File: src/rtl/assert_macros.svh
// Assertion macros used by the RTL of the curve sampler.
// Depends on nothing; users must have clk and rst_n in scope.
`ifndef ASSERT_MACROS_SVH
`define ASSERT_MACROS_SVH
`ifndef NO_ASSERTIONS
// Same-cycle implication, held off while reset is low.
`define ASSERT_IMPLIES(label, ante, cons) \
    label: assert property (@(posedge clk) disable iff (!rst_n) (ante) |-> (cons)) \
        else $error("implication check failed");
// Next-cycle implication, held off while reset is low.
`define ASSERT_NEXT(label, ante, cons) \
    label: assert property (@(posedge clk) disable iff (!rst_n) (ante) |=> (cons)) \
        else $error("next-cycle check failed");
`else
`define ASSERT_IMPLIES(label, ante, cons)
`define ASSERT_NEXT(label, ante, cons)
`endif
`endif

File: src/rtl/bcs_pkg.sv
// Shared constants, types and the binomial coefficient table of the curve sampler.
// Depends on nothing.
package bcs_pkg;

    // Port widths fixed by the interface
    localparam int CMD_W       = 1;
    localparam int PIDX_W      = 3;
    localparam int IN_COORD_W  = 16;
    localparam int OUT_W       = 32;
    localparam int SIDX_W      = 6;
    localparam int CFG_IDX_W   = 1;
    localparam int CFG_DATA_W  = 16;
    localparam int PCOUNT_W    = 4;
    localparam int USTEP_W     = 16;

    // Default parameter values
    localparam int MAX_POINTS_DEF  = 8;
    localparam int MAX_SAMPLES_DEF = 64;
    localparam int COORD_WIDTH_DEF = 16;

    // Command codes
    localparam logic [CMD_W-1:0] CMD_LOAD = 1'b0;
    localparam logic [CMD_W-1:0] CMD_RUN  = 1'b1;

    // Register indexes
    localparam logic [CFG_IDX_W-1:0] CFG_POINT_COUNT = 1'b0;
    localparam logic [CFG_IDX_W-1:0] CFG_U_STEP      = 1'b1;

    // Register reset values
    localparam logic [PCOUNT_W-1:0] PCOUNT_RESET = 4'd4;
    localparam logic [USTEP_W-1:0]  USTEP_RESET  = 16'd4096;

    // Q0.16 values carry one extra bit so that 1.0 fits
    localparam int Q_W = 17;
    localparam logic [Q_W-1:0] ONE_Q16  = 17'h10000;
    localparam logic [Q_W-1:0] HALF_Q16 = 17'h08000;

    // Multiplier operand A: Q0.16 values, binomials and degree factors
    localparam int MUL_A_W = 18;

    // Binomial coefficients C(m,i) for m up to 15
    localparam int BINOM_N     = 16;
    localparam int BINOM_IDX_W = 4;
    localparam int BINOM_W     = 13;

    typedef logic [BINOM_N-1:0][BINOM_N-1:0][BINOM_W-1:0] binom_tab_t;

    function automatic binom_tab_t build_binom();
        binom_tab_t t;
        t = '0;
        for (int m = 0; m < BINOM_N; m++)
        begin
            t[m][0] = BINOM_W'(1);
            for (int i = 1; i <= m; i++)
            begin
                t[m][i] = t[m-1][i-1] + t[m-1][i];
            end
        end
        return t;
    endfunction

    localparam binom_tab_t BINOM = build_binom();

endpackage

File: src/rtl/bezier_curve_sampler.sv
// Bezier curve sampler: control point store, sequencer and one shared multiplier.
// Depends on bcs_pkg and assert_macros.svh.
//
// Usage:
//   Configuration: cfg_valid/cfg_ready with cfg_index and cfg_data. Index 0 sets
//   point_count (degree is point_count - 1, clamped to 2..MAX_POINTS points),
//   index 1 sets u_step (Q0.16). cfg_ready is always high; write only while idle.
//   Input: in_valid/in_ready. cmd = load writes point_x/point_y at point_index;
//   cmd = run samples the curve at u = 0, u_step, ... while u < 1 (at most
//   MAX_SAMPLES samples); each sample leaves as one output beat
//   with point, first and second derivative, sample_index, and last on the final
//   beat. in_ready is low for the whole run.
//   Multiplier: every multiply but n*(n-1), formed at run start, goes through the
//   single shared multiplier with a registered product. At degree one the second
//   derivative is not computed and is output as zero.
//   Stall: one output register holds a beat; the next sample is computed
//   meanwhile and waits if the receiver has not taken the previous beat.
//   Reset: registers return to point_count 4 and u_step 4096; control points
//   are undefined until loaded.
`include "assert_macros.svh"

module bezier_curve_sampler #(
    parameter int MAX_POINTS  = bcs_pkg::MAX_POINTS_DEF,
    parameter int MAX_SAMPLES = bcs_pkg::MAX_SAMPLES_DEF,
    parameter int COORD_WIDTH = bcs_pkg::COORD_WIDTH_DEF
) (
    input  logic                                   clk,
    input  logic                                   rst_n,
    input  logic                                   cfg_valid,
    output logic                                   cfg_ready,
    input  logic        [bcs_pkg::CFG_IDX_W-1:0]   cfg_index,
    input  logic        [bcs_pkg::CFG_DATA_W-1:0]  cfg_data,
    input  logic                                   in_valid,
    output logic                                   in_ready,
    input  logic        [bcs_pkg::CMD_W-1:0]       cmd,
    input  logic        [bcs_pkg::PIDX_W-1:0]      point_index,
    input  logic signed [bcs_pkg::IN_COORD_W-1:0]  point_x,
    input  logic signed [bcs_pkg::IN_COORD_W-1:0]  point_y,
    output logic                                   out_valid,
    input  logic                                   out_ready,
    output logic signed [bcs_pkg::OUT_W-1:0]       out_x,
    output logic signed [bcs_pkg::OUT_W-1:0]       out_y,
    output logic signed [bcs_pkg::OUT_W-1:0]       out_dx,
    output logic signed [bcs_pkg::OUT_W-1:0]       out_dy,
    output logic signed [bcs_pkg::OUT_W-1:0]       out_ddx,
    output logic signed [bcs_pkg::OUT_W-1:0]       out_ddy,
    output logic        [bcs_pkg::SIDX_W-1:0]      sample_index,
    output logic                                   last
);
    import bcs_pkg::*;

    localparam int N_W   = $clog2(MAX_POINTS);
    localparam int S_W   = $clog2(MAX_SAMPLES);
    localparam int FAC_W = 2 * N_W;
    localparam int D_W   = COORD_WIDTH + 2;
    localparam int ACC_W = COORD_WIDTH + 22;
    localparam int R_W   = ACC_W - 16;
    localparam int MA_W  = MUL_A_W;
    localparam int MB_W  = (R_W > MUL_A_W) ? R_W : MUL_A_W;
    localparam int P_W   = MA_W + MB_W;

    localparam logic signed [ACC_W:0] ACC_HALF = (ACC_W+1)'(HALF_Q16);

    typedef enum logic [4:0] {
        S_IDLE, S_SETUP, S_PU, S_PV, S_PW, S_ORD, S_W1, S_W2, S_W3, S_W4,
        S_RD, S_DA, S_MX, S_MY, S_MA, S_RX, S_FX, S_FY, S_FZ, S_OUT
    } state_t;

    // Control point store
    logic signed [COORD_WIDTH-1:0] store_x [MAX_POINTS];
    logic signed [COORD_WIDTH-1:0] store_y [MAX_POINTS];
    logic signed [COORD_WIDTH-1:0] rd_x_reg, rd_y_reg;
    logic                          wr_en;
    logic [N_W-1:0]                wr_addr, rd_addr;

    // Sequencer and datapath registers
    state_t                    state_reg, state_next;
    logic [PCOUNT_W-1:0]       point_count_reg, point_count_next;
    logic [USTEP_W-1:0]        u_step_reg, u_step_next;
    logic [N_W-1:0]            n_reg, n_next;
    logic [FAC_W-1:0]          fac2_reg, fac2_next;
    logic [USTEP_W-1:0]        u_reg, u_next;
    logic [S_W-1:0]            smp_reg, smp_next;
    logic [N_W-1:0]            kp_reg, kp_next;
    logic [1:0]                o_reg, o_next;
    logic [N_W-1:0]            i_reg, i_next;
    logic [1:0]                j_reg, j_next;
    logic [Q_W-1:0]            pu_reg [MAX_POINTS];
    logic [Q_W-1:0]            pu_next [MAX_POINTS];
    logic [Q_W-1:0]            pv_reg [MAX_POINTS];
    logic [Q_W-1:0]            pv_next [MAX_POINTS];
    logic [Q_W-1:0]            p_reg, p_next;
    logic [Q_W-1:0]            w_reg, w_next;
    logic signed [D_W-1:0]     d_x_reg, d_x_next, d_y_reg, d_y_next;
    logic signed [ACC_W-1:0]   acc_x_reg, acc_x_next, acc_y_reg, acc_y_next;
    logic signed [R_W-1:0]     r_x_reg, r_x_next, r_y_reg, r_y_next;
    logic signed [OUT_W-1:0]   res_x_reg [3];
    logic signed [OUT_W-1:0]   res_x_next [3];
    logic signed [OUT_W-1:0]   res_y_reg [3];
    logic signed [OUT_W-1:0]   res_y_next [3];
    logic signed [P_W-1:0]     prod_reg, prod_next;
    logic                      out_valid_reg, out_valid_next;
    logic signed [OUT_W-1:0]   out_x_reg, out_x_next, out_y_reg, out_y_next;
    logic signed [OUT_W-1:0]   out_dx_reg, out_dx_next, out_dy_reg, out_dy_next;
    logic signed [OUT_W-1:0]   out_ddx_reg, out_ddx_next, out_ddy_reg, out_ddy_next;
    logic [SIDX_W-1:0]         sidx_reg, sidx_next;
    logic                      last_reg, last_next;

    // Combinational helpers
    logic                      in_fire;
    logic [N_W-1:0]            m_v;
    logic [N_W-1:0]            n_v;
    logic [Q_W-1:0]            v_v;
    logic [Q_W:0]              u_sum;
    logic                      fin_v;
    logic                      out_free;
    logic [BINOM_W-1:0]        binom_v;
    logic [FAC_W-1:0]          factor_v;
    logic signed [MA_W-1:0]    mul_a;
    logic signed [MB_W-1:0]    mul_b;
    logic signed [P_W-1:0]     prod_rnd;
    logic [Q_W-1:0]            q_v;
    logic [Q_W-1:0]            wcap_v;
    logic signed [OUT_W-1:0]   sat_v;
    logic signed [ACC_W:0]     rx_sum, ry_sum;
    logic signed [D_W-1:0]     term_x, term_y;

    assign cfg_ready = 1'b1;
    assign in_ready  = (state_reg == S_IDLE);
    assign in_fire   = in_valid && in_ready;
    assign out_free  = !out_valid_reg || out_ready;

    assign m_v      = n_reg - N_W'(o_reg);
    assign v_v      = ONE_Q16 - Q_W'(u_reg);
    assign u_sum    = (Q_W+1)'(u_reg) + (Q_W+1)'(u_step_reg);
    assign fin_v    = u_sum[Q_W-1] || (smp_reg == S_W'(MAX_SAMPLES - 1));
    assign binom_v  = BINOM[BINOM_IDX_W'(m_v)][BINOM_IDX_W'(i_reg)];
    assign prod_rnd = prod_reg + P_W'(HALF_Q16);
    assign q_v      = prod_rnd[Q_W+15:16];
    assign wcap_v   = (prod_reg > P_W'(ONE_Q16)) ? ONE_Q16 : prod_reg[Q_W-1:0];
    assign rx_sum   = {acc_x_reg[ACC_W-1], acc_x_reg} + ACC_HALF;
    assign ry_sum   = {acc_y_reg[ACC_W-1], acc_y_reg} + ACC_HALF;
    assign term_x   = D_W'(rd_x_reg);
    assign term_y   = D_W'(rd_y_reg);

    // Clamp point count to 2..MAX_POINTS and turn it into the degree
    always_comb
    begin
        if (32'(point_count_reg) < 2)
        begin
            n_v = N_W'(1);
        end
        else if (32'(point_count_reg) > MAX_POINTS)
        begin
            n_v = N_W'(MAX_POINTS - 1);
        end
        else
        begin
            n_v = N_W'(point_count_reg - PCOUNT_W'(1));
        end
    end

    always_comb
    begin
        case (o_reg)
            2'd0:    factor_v = FAC_W'(1);
            2'd1:    factor_v = FAC_W'(n_reg);
            default: factor_v = fac2_reg;
        endcase
    end

    // Saturate the registered product to signed 32 bits
    always_comb
    begin
        if ((&prod_reg[P_W-1:OUT_W-1]) || !(|prod_reg[P_W-1:OUT_W-1]))
        begin
            sat_v = prod_reg[OUT_W-1:0];
        end
        else if (prod_reg[P_W-1])
        begin
            sat_v = {1'b1, {(OUT_W-1){1'b0}}};
        end
        else
        begin
            sat_v = {1'b0, {(OUT_W-1){1'b1}}};
        end
    end

    // Operand select for the shared multiplier
    always_comb
    begin
        mul_a = '0;
        mul_b = '0;
        case (state_reg)
            S_PU:
            begin
                mul_a = MA_W'(pu_reg[N_W'(kp_reg - N_W'(1))]);
                mul_b = MB_W'(u_reg);
            end
            S_PV:
            begin
                mul_a = MA_W'(pv_reg[N_W'(kp_reg - N_W'(1))]);
                mul_b = MB_W'(v_v);
            end
            S_W1:
            begin
                mul_a = MA_W'(pu_reg[i_reg]);
                mul_b = MB_W'(pv_reg[N_W'(m_v - i_reg)]);
            end
            S_W3:
            begin
                mul_a = MA_W'(binom_v);
                mul_b = MB_W'(p_reg);
            end
            S_MX:
            begin
                mul_a = MA_W'(w_reg);
                mul_b = MB_W'(d_x_reg);
            end
            S_MY:
            begin
                mul_a = MA_W'(w_reg);
                mul_b = MB_W'(d_y_reg);
            end
            S_FX:
            begin
                mul_a = MA_W'(factor_v);
                mul_b = MB_W'(r_x_reg);
            end
            S_FY:
            begin
                mul_a = MA_W'(factor_v);
                mul_b = MB_W'(r_y_reg);
            end
            default:
            begin
                mul_a = '0;
                mul_b = '0;
            end
        endcase
    end

    assign prod_next = mul_a * mul_b;

    // Store access
    assign wr_en   = in_fire && (cmd == CMD_LOAD) && (32'(point_index) < MAX_POINTS);
    assign wr_addr = N_W'(point_index);
    assign rd_addr = i_reg + N_W'(j_reg);

    always_ff @(posedge clk)
    begin
        if (wr_en)
        begin
            store_x[wr_addr] <= COORD_WIDTH'(point_x);
            store_y[wr_addr] <= COORD_WIDTH'(point_y);
        end
        rd_x_reg <= store_x[rd_addr];
        rd_y_reg <= store_y[rd_addr];
    end

    // Sequencer
    always_comb
    begin
        state_next       = state_reg;
        point_count_next = point_count_reg;
        u_step_next      = u_step_reg;
        n_next           = n_reg;
        fac2_next        = fac2_reg;
        u_next           = u_reg;
        smp_next         = smp_reg;
        kp_next          = kp_reg;
        o_next           = o_reg;
        i_next           = i_reg;
        j_next           = j_reg;
        pu_next          = pu_reg;
        pv_next          = pv_reg;
        p_next           = p_reg;
        w_next           = w_reg;
        d_x_next         = d_x_reg;
        d_y_next         = d_y_reg;
        acc_x_next       = acc_x_reg;
        acc_y_next       = acc_y_reg;
        r_x_next         = r_x_reg;
        r_y_next         = r_y_reg;
        res_x_next       = res_x_reg;
        res_y_next       = res_y_reg;
        out_valid_next   = out_valid_reg;
        out_x_next       = out_x_reg;
        out_y_next       = out_y_reg;
        out_dx_next      = out_dx_reg;
        out_dy_next      = out_dy_reg;
        out_ddx_next     = out_ddx_reg;
        out_ddy_next     = out_ddy_reg;
        sidx_next        = sidx_reg;
        last_next        = last_reg;

        if (cfg_valid)
        begin
            case (cfg_index)
                CFG_POINT_COUNT: point_count_next = cfg_data[PCOUNT_W-1:0];
                CFG_U_STEP:      u_step_next      = cfg_data[USTEP_W-1:0];
                default:         point_count_next = point_count_reg;
            endcase
        end

        // Drop the beat once taken
        if (out_valid_reg && out_ready)
        begin
            out_valid_next = 1'b0;
        end

        case (state_reg)
            S_IDLE:
            begin
                if (in_fire && (cmd == CMD_RUN))
                begin
                    n_next     = n_v;
                    fac2_next  = FAC_W'(n_v) * FAC_W'(n_v - N_W'(1));
                    u_next     = '0;
                    smp_next   = '0;
                    state_next = S_SETUP;
                end
            end
            S_SETUP:
            begin
                pu_next[0] = ONE_Q16;
                pv_next[0] = ONE_Q16;
                kp_next    = N_W'(1);
                state_next = S_PU;
            end
            S_PU:
            begin
                state_next = S_PV;
            end
            S_PV:
            begin
                pu_next[kp_reg] = q_v;
                state_next      = S_PW;
            end
            S_PW:
            begin
                pv_next[kp_reg] = q_v;
                if (kp_reg == n_reg)
                begin
                    o_next     = 2'd0;
                    state_next = S_ORD;
                end
                else
                begin
                    kp_next    = kp_reg + N_W'(1);
                    state_next = S_PU;
                end
            end
            S_ORD:
            begin
                if (N_W'(o_reg) > n_reg)
                begin
                    // Degree one: no second derivative terms
                    res_x_next[o_reg] = '0;
                    res_y_next[o_reg] = '0;
                    state_next        = S_OUT;
                end
                else
                begin
                    acc_x_next = '0;
                    acc_y_next = '0;
                    i_next     = '0;
                    state_next = S_W1;
                end
            end
            S_W1:
            begin
                state_next = S_W2;
            end
            S_W2:
            begin
                p_next     = q_v;
                state_next = S_W3;
            end
            S_W3:
            begin
                state_next = S_W4;
            end
            S_W4:
            begin
                w_next     = wcap_v;
                d_x_next   = '0;
                d_y_next   = '0;
                j_next     = '0;
                state_next = S_RD;
            end
            S_RD:
            begin
                state_next = S_DA;
            end
            S_DA:
            begin
                // Difference weights: (1), (-1, 1), (1, -2, 1)
                if ((o_reg == 2'd1) && (j_reg == 2'd0))
                begin
                    d_x_next = d_x_reg - term_x;
                    d_y_next = d_y_reg - term_y;
                end
                else if ((o_reg == 2'd2) && (j_reg == 2'd1))
                begin
                    d_x_next = d_x_reg - (term_x <<< 1);
                    d_y_next = d_y_reg - (term_y <<< 1);
                end
                else
                begin
                    d_x_next = d_x_reg + term_x;
                    d_y_next = d_y_reg + term_y;
                end
                if (j_reg == o_reg)
                begin
                    state_next = S_MX;
                end
                else
                begin
                    j_next     = j_reg + 2'd1;
                    state_next = S_RD;
                end
            end
            S_MX:
            begin
                state_next = S_MY;
            end
            S_MY:
            begin
                acc_x_next = acc_x_reg + ACC_W'(prod_reg);
                state_next = S_MA;
            end
            S_MA:
            begin
                acc_y_next = acc_y_reg + ACC_W'(prod_reg);
                if (i_reg == m_v)
                begin
                    state_next = S_RX;
                end
                else
                begin
                    i_next     = i_reg + N_W'(1);
                    state_next = S_W1;
                end
            end
            S_RX:
            begin
                r_x_next   = rx_sum[ACC_W-1:16];
                r_y_next   = ry_sum[ACC_W-1:16];
                state_next = S_FX;
            end
            S_FX:
            begin
                state_next = S_FY;
            end
            S_FY:
            begin
                res_x_next[o_reg] = sat_v;
                state_next        = S_FZ;
            end
            S_FZ:
            begin
                res_y_next[o_reg] = sat_v;
                if (o_reg == 2'd2)
                begin
                    state_next = S_OUT;
                end
                else
                begin
                    o_next     = o_reg + 2'd1;
                    state_next = S_ORD;
                end
            end
            S_OUT:
            begin
                // Hold the sample until the output register is free
                if (out_free)
                begin
                    out_valid_next = 1'b1;
                    out_x_next     = res_x_reg[0];
                    out_y_next     = res_y_reg[0];
                    out_dx_next    = res_x_reg[1];
                    out_dy_next    = res_y_reg[1];
                    out_ddx_next   = res_x_reg[2];
                    out_ddy_next   = res_y_reg[2];
                    sidx_next      = SIDX_W'(smp_reg);
                    last_next      = fin_v;
                    if (fin_v)
                    begin
                        state_next = S_IDLE;
                    end
                    else
                    begin
                        u_next     = u_sum[USTEP_W-1:0];
                        smp_next   = smp_reg + S_W'(1);
                        state_next = S_SETUP;
                    end
                end
            end
            default:
            begin
                state_next = S_IDLE;
            end
        endcase
    end

    always_ff @(posedge clk or negedge rst_n)
    begin
        if (!rst_n)
        begin
            state_reg       <= S_IDLE;
            point_count_reg <= PCOUNT_RESET;
            u_step_reg      <= USTEP_RESET;
            n_reg           <= '0;
            fac2_reg        <= '0;
            u_reg           <= '0;
            smp_reg         <= '0;
            kp_reg          <= '0;
            o_reg           <= '0;
            i_reg           <= '0;
            j_reg           <= '0;
            pu_reg          <= '{default: '0};
            pv_reg          <= '{default: '0};
            p_reg           <= '0;
            w_reg           <= '0;
            d_x_reg         <= '0;
            d_y_reg         <= '0;
            acc_x_reg       <= '0;
            acc_y_reg       <= '0;
            r_x_reg         <= '0;
            r_y_reg         <= '0;
            res_x_reg       <= '{default: '0};
            res_y_reg       <= '{default: '0};
            prod_reg        <= '0;
            out_valid_reg   <= 1'b0;
            out_x_reg       <= '0;
            out_y_reg       <= '0;
            out_dx_reg      <= '0;
            out_dy_reg      <= '0;
            out_ddx_reg     <= '0;
            out_ddy_reg     <= '0;
            sidx_reg        <= '0;
            last_reg        <= 1'b0;
        end
        else
        begin
            state_reg       <= state_next;
            point_count_reg <= point_count_next;
            u_step_reg      <= u_step_next;
            n_reg           <= n_next;
            fac2_reg        <= fac2_next;
            u_reg           <= u_next;
            smp_reg         <= smp_next;
            kp_reg          <= kp_next;
            o_reg           <= o_next;
            i_reg           <= i_next;
            j_reg           <= j_next;
            pu_reg          <= pu_next;
            pv_reg          <= pv_next;
            p_reg           <= p_next;
            w_reg           <= w_next;
            d_x_reg         <= d_x_next;
            d_y_reg         <= d_y_next;
            acc_x_reg       <= acc_x_next;
            acc_y_reg       <= acc_y_next;
            r_x_reg         <= r_x_next;
            r_y_reg         <= r_y_next;
            res_x_reg       <= res_x_next;
            res_y_reg       <= res_y_next;
            prod_reg        <= prod_next;
            out_valid_reg   <= out_valid_next;
            out_x_reg       <= out_x_next;
            out_y_reg       <= out_y_next;
            out_dx_reg      <= out_dx_next;
            out_dy_reg      <= out_dy_next;
            out_ddx_reg     <= out_ddx_next;
            out_ddy_reg     <= out_ddy_next;
            sidx_reg        <= sidx_next;
            last_reg        <= last_next;
        end
    end

    assign out_valid    = out_valid_reg;
    assign out_x        = out_x_reg;
    assign out_y        = out_y_reg;
    assign out_dx       = out_dx_reg;
    assign out_dy       = out_dy_reg;
    assign out_ddx      = out_ddx_reg;
    assign out_ddy      = out_ddy_reg;
    assign sample_index = sidx_reg;
    assign last         = last_reg;

    `ASSERT_IMPLIES(a_term_in_degree, state_reg == S_W1, i_reg <= m_v)
    `ASSERT_IMPLIES(a_diff_fetch_bound, state_reg == S_DA, j_reg <= o_reg)
    `ASSERT_NEXT(a_power_product_le_one, state_reg == S_W2, p_reg <= ONE_Q16)
    `ASSERT_NEXT(a_sample_loads_beat, (state_reg == S_OUT) && out_free, out_valid_reg)

endmodule

File: config.mk
export PLATFORM = sky130hd
export DESIGN_NAME = bezier_curve_sampler
export DESIGN_NICKNAME = d
export VERILOG_FILES = /design/src/rtl/bcs_pkg.sv /design/src/rtl/bezier_curve_sampler.sv
export VERILOG_INCLUDE_DIRS = /design/src /design/src/rtl
export SDC_FILE = /design/constraint.sdc
export NUM_CORES = 2
export LEC_CHECK = 0
export BUFFER_PORTS_ARGS = -buffer_cell sky130_fd_sc_hd__buf_2
export CAP_MARGIN = 10
export CORE_MARGIN = 2
export CORE_UTILIZATION = 55
export CTS_CLUSTER_SIZE = 40
export DETAILED_ROUTE_END_ITERATION = 8
export GPL_TIMING_DRIVEN = 0
export PLACE_DENSITY_LB_ADDON = 0.1
export SETUP_SLACK_MARGIN = 0.1
export SLEW_MARGIN = 20
export SYNTH_ARGS = -nofsm -noshare
export SYNTH_HDL_FRONTEND = slang
export SYNTH_SLANG_ARGS = --single-unit
File: constraint.sdc
create_clock -name clk -period 8.8 [get_ports clk]
set_input_delay 0.88 -clock clk [delete_from_list [all_inputs] [get_ports clk]]
set_output_delay 0.88 -clock clk [all_outputs]
set_load 0.01 [all_outputs]
==> Yosys cells after proc, flatten, opt, wreduce, memory -nomap -nowiden <==
Memory sizes are Yosys's and may differ from the RTL's. A register that Yosys moved wholly into a read port is not among the register bits.
Cells that the tools add are included.
Widths: inputs -> output; s select.
{ "totals": {"rom_bits": 1664, "inputBits": 58, "ramBits": 256, "reg_bits": 960, "out_inout_bits": 202, "mem_count": 3, "elab_cells": 260} }
{ "mem_list": {"columns": ["name", "depth", "width", "read_ports", "rd_ports_with_merged_regs", "wr", "line_no", "rtl"], "rows": [
  ["(no name shown)", 8, 208, 1, 0, 0, "bezier_curve_sampler.sv:137", "assign binom_v = BINOM[BINOM_IDX_W'(m_v)][BINOM_IDX_W'(i_reg)];"],
  ["store_x", 8, 16, 1, 1, 1, "bezier_curve_sampler.sv:70", "logic signed [COORD_WIDTH-1:0] store_x [MAX_POINTS];"],
  ["store_y", 8, 16, 1, 1, 1, "bezier_curve_sampler.sv:71", "logic signed [COORD_WIDTH-1:0] store_y [MAX_POINTS];"]
]} }
{ "op_classes": {"multipliers": 2, "mux": 78, "magnitude_cmp": 13, "bitwise": 10, "n_reduce_logical": 43, "eq_ne": 36, "addsub": 24} }
{ "ops": {"columns": ["cell", "n"], "rows": [
  ["$pmux 96 s2", 2],
  ["$bwmux 136", 2],
  ["$bmux 17 s3", 4],
  ["$and 96x96->96", 2],
  ["$bwmux 96", 2],
  ["$mux 96", 2],
  ["$pmux 22 s8", 1],
  ["$mux 17", 10],
  ["$pmux 38 s2", 2],
  ["$mux 104", 1],
  ["$pmux 17 s6", 1],
  ["$pmux 5 s20", 1],
  ["$mux 32", 3],
  ["$not 96->96", 1],
  ["$add 38x17->38 const B", 2],
  ["$add 38x38->38", 2],
  ["$mux 18", 4],
  ["$pmux 18 s2", 2],
  ["$pmux 17 s2", 2],
  ["$demux 32 s2", 1],
  ["$demux 17 s3", 1],
  ["$mux 16", 3],
  ["$eq 5x4->1 const B", 8],
  ["$gt 40x17->1 const B", 1],
  ["63 further kinds", 146]
]} }

==> Depth between registers and ports, before layout <==
{ "logic_depth": {"ltp_word": 9, "depth_mapped": 38, "depth_no_buf": 34} }

==> Worst setup path after synthesis <==
OpenSTA, ideal clock, no wires.
{ "synth_timing": {"kind": "register to register", "startpoint": "reg kp_reg[0]", "endpoint": "reg prod_reg[30]", "path_buffers": 10, "stages_incl_launch_ff": 38, "setup_time_ns": 0.128, "synth_period_minus_slack_ns": 9.264, "required_time_ns": 8.672, "setup_slack_ns": -0.464, "arrival_time_ns": 9.136, "path_cell_list": "dfrtp_1 -> buf_2 -> buf_4 -> buf_2 -> buf_2 -> inv_1 -> ha_1 -> buf_2 -> buf_2 -> buf_1 -> buf_1 -> mux4_2 -> mux2i_1 -> o22ai_1 -> a211oi_1 -> buf_2 -> buf_2 -> nor2_1 -> [2 not listed] -> fa_1 -> fa_1 -> fa_1 -> inv_1 -> fa_1 -> inv_1 -> fa_1 -> inv_1 -> ha_1 -> and4_1 -> a31oi_1 -> o21ai_0 -> o41ai_1 -> a21oi_1 -> a21o_1 -> a21boi_0 -> mux2i_1 -> nand3_1"} }
{ "synth_between": {"elab_chain_cells": 7, "word_cells_on_any_way": 10, "classes_between": "add/sub: 1; mul: 1; mux: 7; bitwise: 1"} }
{ "synth_lines": {"columns": ["item", "line_no", "rtl"], "rows": [
  ["start: declaration", "bezier_curve_sampler.sv:84", "logic [N_W-1:0] kp_reg, kp_next;"],
  ["start signal: assignment", "bezier_curve_sampler.sv:554", "kp_reg <= kp_next;"],
  ["$sub 3x1->3 *", "bezier_curve_sampler.sv:197, bezier_curve_sampler.sv:202", null],
  ["$not 3->4 (not written as such) *", "bezier_curve_sampler.sv:197, bezier_curve_sampler.sv:202", null],
  ["$bmux 17 s3 (on tied branches)", "bezier_curve_sampler.sv:202, bezier_curve_sampler.sv:197", null],
  ["$mux 17 (on tied branches) (2 in series)", "bezier_curve_sampler.sv:202, bezier_curve_sampler.sv:197", null],
  ["$pmux 17 s6 *", "bezier_curve_sampler.sv:194", "case (state_reg)"],
  ["$mul 18x22->40 *", "bezier_curve_sampler.sv:243", "assign prod_next = mul_a * mul_b;"],
  ["net prod_next[30]", "bezier_curve_sampler.sv:101", "logic signed [P_W-1:0] prod_reg, prod_next;"],
  ["end signal: assignment", "bezier_curve_sampler.sv:570", "prod_reg <= prod_next;"],
  ["end: declaration", "bezier_curve_sampler.sv:101", null]
]} }
The timed path passes the listed nets; every way through them passes the cells marked *. The select of a mux whose other input is x is not followed.
A chain may end at the register's enable or synchronous reset.

==> Final worst setup path <==
{ "layout_timing": {"startpoint": "reg n_reg[0]", "endpoint": "reg prod_reg[35]"} }
{ "layout_between": {"elab_chain_cells": 8, "word_cells_on_any_way": 14, "classes_between": "add/sub: 2; mul: 1; mux: 9; bitwise: 1; memory: 1"} }
{ "layout_lines": {"columns": ["item", "line_no", "rtl"], "rows": [
  ["start: declaration", "bezier_curve_sampler.sv:80", "logic [N_W-1:0] n_reg, n_next;"],
  ["start signal: assignment", "bezier_curve_sampler.sv:550", "n_reg <= n_next;"],
  ["$sub 3x2->3", "bezier_curve_sampler.sv:133", "assign m_v = n_reg - N_W'(o_reg);"],
  ["$sub 3x3->3", "bezier_curve_sampler.sv:208", "mul_b = MB_W'(pv_reg[N_W'(m_v - i_reg)]);"],
  ["$not 3->4 (not written as such)", "bezier_curve_sampler.sv:208", null],
  ["$bmux 17 s3", "bezier_curve_sampler.sv:208", null],
  ["$mux 17 (not written as such) (2 in series)", "bezier_curve_sampler.sv:208", null],
  ["$pmux 22 s8", "bezier_curve_sampler.sv:194", null],
  ["$mul 18x22->40 *", "bezier_curve_sampler.sv:243", null],
  ["net prod_next[35]", "bezier_curve_sampler.sv:101", null]
]} }
Marked as above.

==> results by group <==
Outcome
  – Status: complete, but fails checks
  – Violated checks: hold timing, setup timing

Synthesis
  – Mapped Nets: 7662
  – Leading cell types by count after synthesis: dfrtp_1, nand2_1, inv_1
  – Seq cells post-synth: roughly 1200
  – Seq/Total Area, Yosys: 42.9%
  – Ys async rst share: 76.9%
  – Largest area contributor in the netlist: dfrtp_1
  – Post-synth EDFFs: approximately 260
  – Top FF cell, synth: dfrtp_1
  – Post-Syn Instances: between 6000 and 7000
  – Share of the synthesized area in the top cell type: around a third
  – Synth Area per Inst: around 11 um^2
  – Synth area leaders: dfrtp_1, fa_1, edfxtp_1, mux4_2, ha_1
  – Unique masters post-synth: between 90 and 100
  – Most frequent cell after synthesis: dfrtp_1
  – Syn. warnings: 0
  – Mapped Area: 75300 um^2

Clock network
  – Clock buffer depth: 3
  – Clock Latency Late Sink: roughly 0.8 ns
  – CTS hold repair buffers: 0
  – TritonCTS clock tree: done
  – Clock transition at path regs: roughly 0.06 ns
  – CTS Root Cell: clkbuf_16
  – TritonCTS buffer count: 138
  – Clock sink count: 1246
  – # H-tree levels: 4

Route
  – Routed WL: about 250 mm
  – Initial DRC Count: 5997
  – Routed wire per std cell: 26.8 um
  – DRC violations left: 0
  – Pre-antenna DRT Iters: 8
  – Vias: 57900
  – Drt via density: just over 6
  – DRT antenna net count: 0

Pwr
  – PwrDens: between 200 and 300 nW/um^2
  – LEAKAGE: approximately 40 nW
  – Max VDD drop: 209 uV

Global route
  – Initial antenna violation count: 7
  – First-pass GRT wire length: between 300 and 400 mm
  – GRT Util Overall: between 30% and 40%
  – Gr ovfl total: 0
  – Largest net degree at the start of global routing: 117
  – Number of global-route vias before repair: about 60000

Floorplan
  – Core Region: 136000 um^2
  – I/O Pins: 260
  – FP Rows: 135
  – DIE WIDTH: 374 um
  – Starting Density: 55.5%
  – Die Span Y: 374 um
  – DIE AREA: ~140000 um^2

Timing
  – Total Neg Setup Slack: -0.735 ns
  – Slew Limit Fails: 0
  – Tmin final: between 9 and 10 ns
  – Clock skew: 0.0576 ns
  – Final hold viol count: 2
  – Hold Slack: -0.00707 ns
  – Tcrit/Tclk final: 102%
  – Fmax: 111 MHz
  – Worst setup margin: -0.219 ns
  – Final setup violation count: 7
  – Worst slew pin tran: between 1 and 1.5 ns
  – Max-slew headroom: between 10% and 20%
  – Unrepaired setup endpoints after global routing: yes

Layout
  – Fin nets: 8198
  – Area Overhead vs Synth: 15.7%
  – Final core occ: 64.3%
  – Layout cells sized above 1: 19.6%
  – Fill count: 10800

Place
  – I/O Buffers: approximately 260
  – Dpl hpwl: 187 mm
  – RePlAce Congestion: 0.990

Critical path
  – Crit-path max FO: 6
  – Most frequent CP cell: inv_2
  – Slowest stage delay, CP: between 0.5 and 0.6 ns
  – Critical path's slowest cell: fa_2
  – CP endpoint kind: flop
  – CP arrival: 9.71 ns
  – CP Data Required Time: ~9.5 ns
  – Crit Path Class: flop to flop
  – Startpoint Class: flop

Min path
  – Tightest Hold Check Type: input port to asynchronous set/reset pin

Flow run
  – Max Cap Viol: 0
==> area by class of cell <==
| cell class | count | area [um^2] | area share [%] |
|---|---|---|---|
| Tap cell | 1781 | 2230 | 2.56 |
| Clock inverter | 65 | 930 | 1.07 |
| Timing Repair Buffer | 403 | 2870 | 3.29 |
| Sequential cell | 1246 | 32300 | 37.1 |
| Inverter | 615 | 2330 | 2.67 |
| Buffer | 366 | 1970 | 2.26 |
| Antenna cell | 2 | 5.00 | 0.00574 |
| Clock buffer | 190 | 3830 | 4.39 |
| Multi-Input combinational cell | 4662 | 40700 | 46.7 |
==> stage by stage <==
step | power (W) | area, um^2 | instances | hold slack, ns | worst slack, ns
after floorplan | 0.0141 | 75400 | 6896 | 0.444 | 0.108
after global placement | 0.0177 | 78900 | 8935 | 0.458 | -14.54
after detailed placement | 0.0179 | 79600 | 8966 | 0.471 | -3.11
after CTS | 0.0249 | 86200 | 9277 | 0.0162 | -0.139
after global routing | 0.0266 | 87200 | 9328 | 0.0246 | -0.376
final | 0.0255 | 87200 | 9330 | -0.00707 | -0.219
==> metal layers <==
metal	global-route usage [%]	share of wire [%]	wire, um
met5	0	0.018	45
met4	16.6	5.3	13200
met3	8.98	9.3	23100
met2	55.1	45	112000
met1	48.5	41	101000
==> worst paths after layout <==
kind	from	end	slack, ns	cells after the start
worst max-delay path	n_reg[0]	prod_reg[35]	-0.22	36
min in group clk	point_x[4]	store_x[2][4]	0.35	1
max in group asynchronous	rst_n	out_dx[7]	5.74	6
worst min-delay path	rst_n	pu_reg[69]	-0.007	1
worst max register to register	n_reg[0]	prod_reg[35]	-0.22	36
worst min register to register	r_y_reg[20]	r_y_reg[20]	0.48	2
==> critical path, delay by kind of cell (launching register included) <==
kind / cells / cell delay (ns)
AND/OR/NAND/NOR: 6 / 1.08
AO/OA/AOI/OAI: 4 / 0.69
buffers and inverters: 13 / 1.43
multiplexers: 2 / 0.52
XOR/XNOR: 1 / 0.19
adder cells (fa/ha/maj): 10 / 4.63
flip-flops: 1 / 0.39
==> cells in the final DEF, fill, tap and decap left out, drive strengths merged, types with 32 or more instances in the layout <==
cell / instances
nand2: 659
mux2i: 57
nor2b: 56
xnor2: 115
o21a: 47
a211oi: 33
nand3: 162
fa: 385
nand4: 35
clkbuf: 466
o22ai: 33
and3: 33
clkinv: 41
mux4: 200
o21ai: 450
dfxtp: 32
nor2: 488
buf: 489
a21oi: 335
a22o: 227
o21bai: 34
inv: 619
mux2: 261
dfrtp: 956
xor2: 118
nand2b: 46
a22oi: 40
a21o: 77
nor3: 74
o31ai: 38
edfxtp: 256
ha: 323
==> timing repair <==
| action | CTS | global route |
|---|---|---|
| buffers inserted | 60 | 51 |
| gates resized for setup | 315 | 166 |
| pin swaps | 56 | 98 |
| endpoints found under the setup margin | 31 | 21 |
| gates cloned | 2 | 2 |
==> power by group <==
part / internal [W] / switching (W) / total (W) / leakage, nW
logic: 0.00465 / 0.00726 / 0.0119 / 21.4
clock network: 0.00349 / 0.00256 / 0.00605 / 2.31
registers: 0.00659 / 0.000971 / 0.00756 / 15.7
total: 0.0147 / 0.0108 / 0.0255 / 39.5
==> cell families after synthesis <==
kind of cell | after synthesis | synth area share, %
xor+xnor | 233 | 2.72
compound gates | 1513 | 13.1
simple gates | 1689 | 9.98
mux | 518 | 10.6
buf+inv | 988 | 5.06
fa+ha+maj | 708 | 15.6
flops | 1246 | 42.9
other cells | 1 | 0.00498
Note: power is estimated with default switching activity, not from simulation.
